File: src/sv/point_rotation_about_center_defines.svh
// Assertion macros for the point rotation block.
// Compile with NO_ASSERTIONS defined to leave the checks out.
`ifndef POINT_ROTATION_ABOUT_CENTER_DEFINES_SVH
`define POINT_ROTATION_ABOUT_CENTER_DEFINES_SVH
`ifndef NO_ASSERTIONS
// Same-cycle implication.
`define PRAC_ASSERT_IMP(label, clk, rst_n, ante, cons, msg) \
	label: assert property (@(posedge clk) disable iff (!rst_n) (ante) |-> (cons)) \
		else $error(msg);
// Implication with a delay given by the lat argument.
`define PRAC_ASSERT_LAT(label, clk, rst_n, ante, lat, cons, msg) \
	label: assert property (@(posedge clk) disable iff (!rst_n) (ante) |-> ##(lat) (cons)) \
		else $error(msg);
`else
`define PRAC_ASSERT_IMP(label, clk, rst_n, ante, cons, msg)
`define PRAC_ASSERT_LAT(label, clk, rst_n, ante, lat, cons, msg)
`endif
`endif

File: src/sv/prac_pkg.sv
// Package for the point rotation block: shared widths, constants,
// the CORDIC vector type and the arctangent table. No dependencies.
package prac_pkg;

	localparam int CoordW = 32;
	localparam int TurnW = 32;
	localparam int DegHalfTurn = 180;
	// 360 = 45 * 8. The factor of 8 is taken care of by bit alignment, so only
	// a division by 45 remains.
	localparam int DegPow2Log = 3;
	localparam int DivBase = (2 * DegHalfTurn) >> DegPow2Log;
	localparam int RoundBias = DegHalfTurn >> DegPow2Log;
	localparam int DivRemW = $clog2(DivBase);
	localparam int TurnStepsPerStage = 8;

	localparam int GuardBits = 16;
	localparam int OffW = CoordW + 1;
	// Three bits of headroom cover the CORDIC growth and the quadrant fold.
	localparam int CordW = OffW + GuardBits + 3;

	localparam int GainW = 32;
	localparam logic [63:0] GainBase = 64'd2608131496;
	localparam logic [63:0] GainTailNum = 64'd1738754331;

	typedef struct packed {
		logic signed [CordW-1:0] x;
		logic signed [CordW-1:0] y;
		logic [TurnW-1:0] z;
	} cordic_vec_t;

	// Arctangent of 2^-i in binary-angle units (one turn = 2^32).
	function automatic logic [TurnW-1:0] atan_turn(input logic [4:0] idx);
		logic [TurnW-1:0] a;
		case (idx)
			5'd0: a = 32'd536870912;
			5'd1: a = 32'd316933406;
			5'd2: a = 32'd167458907;
			5'd3: a = 32'd85004756;
			5'd4: a = 32'd42667331;
			5'd5: a = 32'd21354465;
			5'd6: a = 32'd10679838;
			5'd7: a = 32'd5340245;
			5'd8: a = 32'd2670163;
			5'd9: a = 32'd1335087;
			5'd10: a = 32'd667544;
			5'd11: a = 32'd333772;
			5'd12: a = 32'd166886;
			5'd13: a = 32'd83443;
			5'd14: a = 32'd41722;
			5'd15: a = 32'd20861;
			5'd16: a = 32'd10430;
			5'd17: a = 32'd5215;
			5'd18: a = 32'd2608;
			5'd19: a = 32'd1304;
			5'd20: a = 32'd652;
			5'd21: a = 32'd326;
			5'd22: a = 32'd163;
			5'd23: a = 32'd81;
			5'd24: a = 32'd41;
			5'd25: a = 32'd20;
			5'd26: a = 32'd10;
			5'd27: a = 32'd5;
			5'd28: a = 32'd3;
			5'd29: a = 32'd1;
			5'd30: a = 32'd1;
			// The last entry rounds to zero.
			default: a = '0;
		endcase
		return a;
	endfunction

endpackage

File: src/sv/prac_turn.sv
// Pipelined conversion of an angle in fixed-point degrees to a binary angle.
// Depends on prac_pkg.
module prac_turn import prac_pkg::*; #(
	parameter int FRAC_BITS = 16
) (
	input  logic                     clk,
	input  logic                     arst_n,
	input  logic                     in_valid,
	input  logic signed [CoordW-1:0] angle,
	output logic                     out_valid,
	output logic [TurnW-1:0]         turn
);

	localparam int PadW = TurnW - DegPow2Log - FRAC_BITS;
	localparam int NumBits = CoordW - 1 + PadW;
	localparam int NumStages = (NumBits + TurnStepsPerStage - 1) / TurnStepsPerStage;

	logic               vld_s  [NumStages];
	logic [DivRemW-1:0] rem_s  [NumStages];
	logic [NumBits-1:0] bits_s [NumStages];
	logic [TurnW-1:0]   quo_s  [NumStages];

	logic [DivRemW-1:0] rem_src  [NumStages];
	logic [NumBits-1:0] bits_src [NumStages];
	logic [TurnW-1:0]   quo_src  [NumStages];
	logic [DivRemW-1:0] rem_d    [NumStages];
	logic [NumBits-1:0] bits_d   [NumStages];
	logic [TurnW-1:0]   quo_d    [NumStages];

	logic [DivRemW-1:0] rem_in;
	logic [NumBits-1:0] bits_in;

	// Long division by 45 of the angle bits followed by the rounding bias.
	// The sign bit enters as a remainder of -1 mod 45, which makes the
	// remainder after the integer-degree bits the floor modulo of the angle.
	// Only the last 32 quotient bits are kept: they are the binary angle.
	assign rem_in = angle[CoordW-1] ? DivRemW'(DivBase - 1) : '0;
	assign bits_in = {angle[CoordW-2:0], PadW'(RoundBias)};

	for (genvar k = 0; k < NumStages; k++) begin : g_stage
		if (k == 0) begin : g_first
			assign rem_src[k] = rem_in;
			assign bits_src[k] = bits_in;
			assign quo_src[k] = '0;
		end else begin : g_next
			assign rem_src[k] = rem_s[k-1];
			assign bits_src[k] = bits_s[k-1];
			assign quo_src[k] = quo_s[k-1];
		end

		always_comb begin
			logic [DivRemW:0]   trial;
			logic [DivRemW-1:0] rem;
			logic [NumBits-1:0] bits;
			logic [TurnW-1:0]   quo;
			logic               qbit;
			trial = '0;
			qbit = 1'b0;
			rem = rem_src[k];
			bits = bits_src[k];
			quo = quo_src[k];
			for (int j = 0; j < TurnStepsPerStage; j++) begin
				if (k * TurnStepsPerStage + j < NumBits) begin
					trial = {rem, bits[NumBits-1]};
					bits = bits << 1;
					qbit = trial >= (DivRemW + 1)'(DivBase);
					rem = qbit ? DivRemW'(trial - (DivRemW + 1)'(DivBase)) : DivRemW'(trial);
					quo = {quo[TurnW-2:0], qbit};
				end
			end
			rem_d[k] = rem;
			bits_d[k] = bits;
			quo_d[k] = quo;
		end
	end

	always_ff @(posedge clk or negedge arst_n) begin
		if (!arst_n) begin
			for (int k = 0; k < NumStages; k++) vld_s[k] <= 1'b0;
		end else begin
			vld_s[0] <= in_valid;
			for (int k = 1; k < NumStages; k++) vld_s[k] <= vld_s[k-1];
		end
	end

	always_ff @(posedge clk) begin
		for (int k = 0; k < NumStages; k++) begin
			rem_s[k] <= rem_d[k];
			bits_s[k] <= bits_d[k];
			quo_s[k] <= quo_d[k];
		end
	end

	assign out_valid = vld_s[NumStages-1];
	assign turn = quo_s[NumStages-1];

endmodule

File: config.mk
export PLATFORM = sky130hd
export DESIGN_NAME = prac_turn
export DESIGN_NICKNAME = d
export VERILOG_FILES = /design/src/sv/point_rotation_about_center_defines.svh /design/src/sv/prac_pkg.sv /design/src/sv/prac_turn.sv
export SDC_FILE = /design/constraint.sdc
export NUM_CORES = 1
export LEC_CHECK = 0
export BUFFER_PORTS_ARGS = -buffer_cell sky130_fd_sc_hd__buf_2
export CAP_MARGIN = 30
export CELL_PAD_IN_SITES_DETAIL_PLACEMENT = 2
export CELL_PAD_IN_SITES_GLOBAL_PLACEMENT = 2
export CORE_MARGIN = 2
export CORE_UTILIZATION = 39
export CTS_CLUSTER_DIAMETER = 30
export DETAILED_ROUTE_END_ITERATION = 6
export PLACE_DENSITY_LB_ADDON = 0.3
export REMOVE_ABC_BUFFERS = 1
export SYNTH_ARGS = -nofsm -noshare
export SYNTH_HDL_FRONTEND = slang
export SYNTH_SLANG_ARGS = --single-unit
File: constraint.sdc
create_clock -name clk -period 10.3 [get_ports clk]
set_input_delay 0.515 -clock clk [delete_from_list [all_inputs] [get_ports clk]]
set_output_delay 0.515 -clock clk [all_outputs]
set_load 0.05 [all_outputs]
==> flow_summary_export.csv <==
group,metric,value,unit
layout,drive_above_1_share,14.6,%
critical_path,setup.worst_path.end,"rem_s[3][2]",
floorplanning,pin_count,68,
global_route,grt_usage,22.8,%
layout,finalInstanceArea,0.0146,sq mm
critical_path,reg2reg_from,"rem_s[2][0]",
global_route,grt.overflow.total,0,
timing,relSlewSlack,40.7,%
clock_network,cts_root_buffer,"clkbuf_16",
synth,synth_most_common_cell,"dfxtp_1",
critical_path,slowest_delay,460,ps
critical_path,crit_start,"rem_s[2][0]",
synth,synth_edf_count,0,
timing,worst_pin_slew,881,ps
timing,tns,0,ps
drt,via_per_inst,5.90,
drt,routed_wirelength,40.0,mm
floorplanning,rows,67,
clock_network,worst_skew_pair.late_latency,460,ps
clock_network,numCtsBuffers,17,
layout,final_util,43.8,%
critical_path,slowest_stage,"or4b_1",
critical_path,cp.required,10650,ps
synth,synth_cell_types,113,
floorplanning,dieArea,0.0350,sq mm
placed_design,place_area,0.0138,sq mm
clock_network,cts_sinks,176,
critical_path,r2r_cells,44,
timing,hold_violations,0,
placed_design,port_buffers,67,
global_route,met3_usage,2.95,%
placed_design,dp.cells,2046,
floorplanning,initial_core_util,39.3,%
critical_path,cp-end-kind,"flop",
synth,seq_area_frac_synth,27.2,%
run_status,status,"finished, final reports clean",
synth,synth_seq_cells,176,
global_route,grt_pass1_vias,13200,
drt,wl_per_cell,19.2,microns
clock_network,cts_buffer_depth,2,
critical_path,path_max_fanout,8,
layout,regArea,0.00355,sq mm
layout,diodes,0,
synth,netlist_instances,1562,
critical_path,path_depth,44,
timing,finalCritPeriodShare,94.2,%
timing,max_freq,0.103,GHz
critical_path,r2r_setup_slack,600,ps
placed_design,hpwl,30.2,mm
critical_path,crit_buf_inv,3,
global_route,antenna_found_initial,0,
drt,ant_nets,0,
global_route,grt_use_met1,27.5,%
critical_path,critPathTopFamily,"simple AND/OR/NAND/NOR gates",
global_route,grt_start_max_net_pins,19,
synth,synth_top_area_cell,"dfxtp_1",
timing,setup_viol,0,
synth,netlist_area,0.0131,sq mm
global_route,grt_use_met2,42.4,%
drt,drc,0,
layout,num-nets-final,1720,
drt,dr.pass1.iters,6,
critical_path,crit_top_cell,"ha_1",
job,cap_violations,0,
floorplanning,die_height,187,microns
placed_design,finalWeightedCongestion,0.838,
critical_path,path_class,"flop to flop",
synth,synthTopCellsByCount,"170 x dfxtp_1, 142 x nor2_1, 106 x nand2_1",
synth,ys_top_cells_by_area,"dfxtp_1 26%, ha_1 5.7%, mux2i_1 4.7%, xnor2_1 4.4%, nor2_1 4.1%",
floorplanning,dieWidth,187,microns
critical_path,crit-reg2reg-capture,"rem_s[3][2]",
min_path,worstHoldPathType,"input pin to flop",
floorplanning,fp.coreArea,0.0333,sq mm
synth,syn_area_per_cell,8.36,sq um
timing,period_minus_slack,9700,ps
drt,drt-initial-drc-count,514,
layout,syn_to_final_growth,11.5,%
clock_network,cts.clk_slew.worst_paths,80,ps
layout,final_cell_count_no_fill,2086,
critical_path,crit_arrival,10050,ps
synth,synth.top_cell.area_share,26.1,%
drt,vias,12300,
clock_network,htree_levels,4,
clock_network,tritoncts,"built",
critical_path,worstSetupStartpointType,"flop",
timing,finalMaxSlewViolations,0,
synth,ys.flop_type,"dfxtp_1",
synth,async_flop_share,3.41,%
global_route,grt_pass1_wl,67.0,mm
layout,multi_input_area,0.00912,sq mm
timing,skew,10.6,ps
synth,yosys_warnings,0,
layout,fillers,3747,
global_route,grt-busiest-layer,"met2",
==> metrics by stage <==
stage               hold WS, ps  setup WS [ps]
detailed placement          313           -112
CTS                         123           5.08
global placement            310            539
floorplan                   219           1070
global route                134          -87.1
finish                      144            601
==> flip-flops by register name, summed over array words and instances (netlist names) <==
register   cells
rem_s         30
quo_s         95
bits_s        45
vld_s          5
out_valid      1
==> final cells by class <==
cell class	count	share of cell area (%)
Multi-Input combinational cell	1262	62.6
Sequential cell	176	24.4
Tap cell	448	3.85
Timing Repair Buffer	84	3.19
Clock buffer	18	2.95
Inverter	84	2.16
Clock inverter	14	0.850
==> placed cells by master, fill, tap and decap left out, types with 10 or more instances in the layout <==
master	instances
clkbuf_16	17
a21o_1	16
a211o_1	11
mux2i_1	59
o22ai_1	12
nor2_1	140
o31ai_1	19
a21oi_1	95
and2_1	29
xnor2_1	63
nand3_1	42
o21a_1	23
or4_1	10
o211ai_1	22
or3_1	20
nor2b_1	21
xor2_1	28
mux2_2	28
nor3_1	48
nand2b_1	14
buf_2	67
a211oi_1	24
nand2_1	105
o21ai_0	61
and3_1	10
ha_1	59
inv_1	78
a31oi_1	27
o21ai_1	10
dfxtp_1	170
o211a_1	13
nand4_1	12
buf_4	16
o31a_1	10
==> metal layers <==
metal,vias up,routed length [microns]
met2,144,20700
met5,-,0
met4,0,607
met1,6151,17800
li1,5979,-
met3,42,882
==> worst min-delay path by stage <==
| stage | start | endpoint | slack, ps | cells after the start |
|---|---|---|---|---|
| final | angle[20] | bits_s[0][37] | 140 | 1 |
| after global routing | angle[3] | bits_s[0][20] | 130 | 1 |
| after CTS | angle[20] | bits_s[0][37] | 120 | 1 |
| after detailed placement | quo_s[4][0] | quo_s[5][4] | 310 | 0 |
| after global placement | quo_s[3][1] | quo_s[4][9] | 310 | 0 |
| after floorplan | arst_n | out_valid | 220 | 0 |
==> logic make-up (layout without fill, tap and decap cells) <==
logic type / after synthesis / in the layout / synth area share [%]
simple gates: 508 / 508 / 19.8
compound gates: 499 / 499 / 28.7
flops: 176 / 176 / 27.2
buf+inv: 124 / 200 / 3.84
xor+xnor: 97 / 97 / 6.68
mux: 96 / 96 / 7.79
fa+ha+maj: 62 / 62 / 5.96
==> timing repair <==
action                     4_1_cts  5_1_grt
gates resized for setup          3       18
hold buffers                     1        0
hold endpoints to repair         6        0
setup buffers                    0        7
pin swaps                        0        6
setup endpoints to repair        4       17
Power is not shown: default switching activity piles up to over one toggle a cycle in this logic, so the estimate is an artifact.
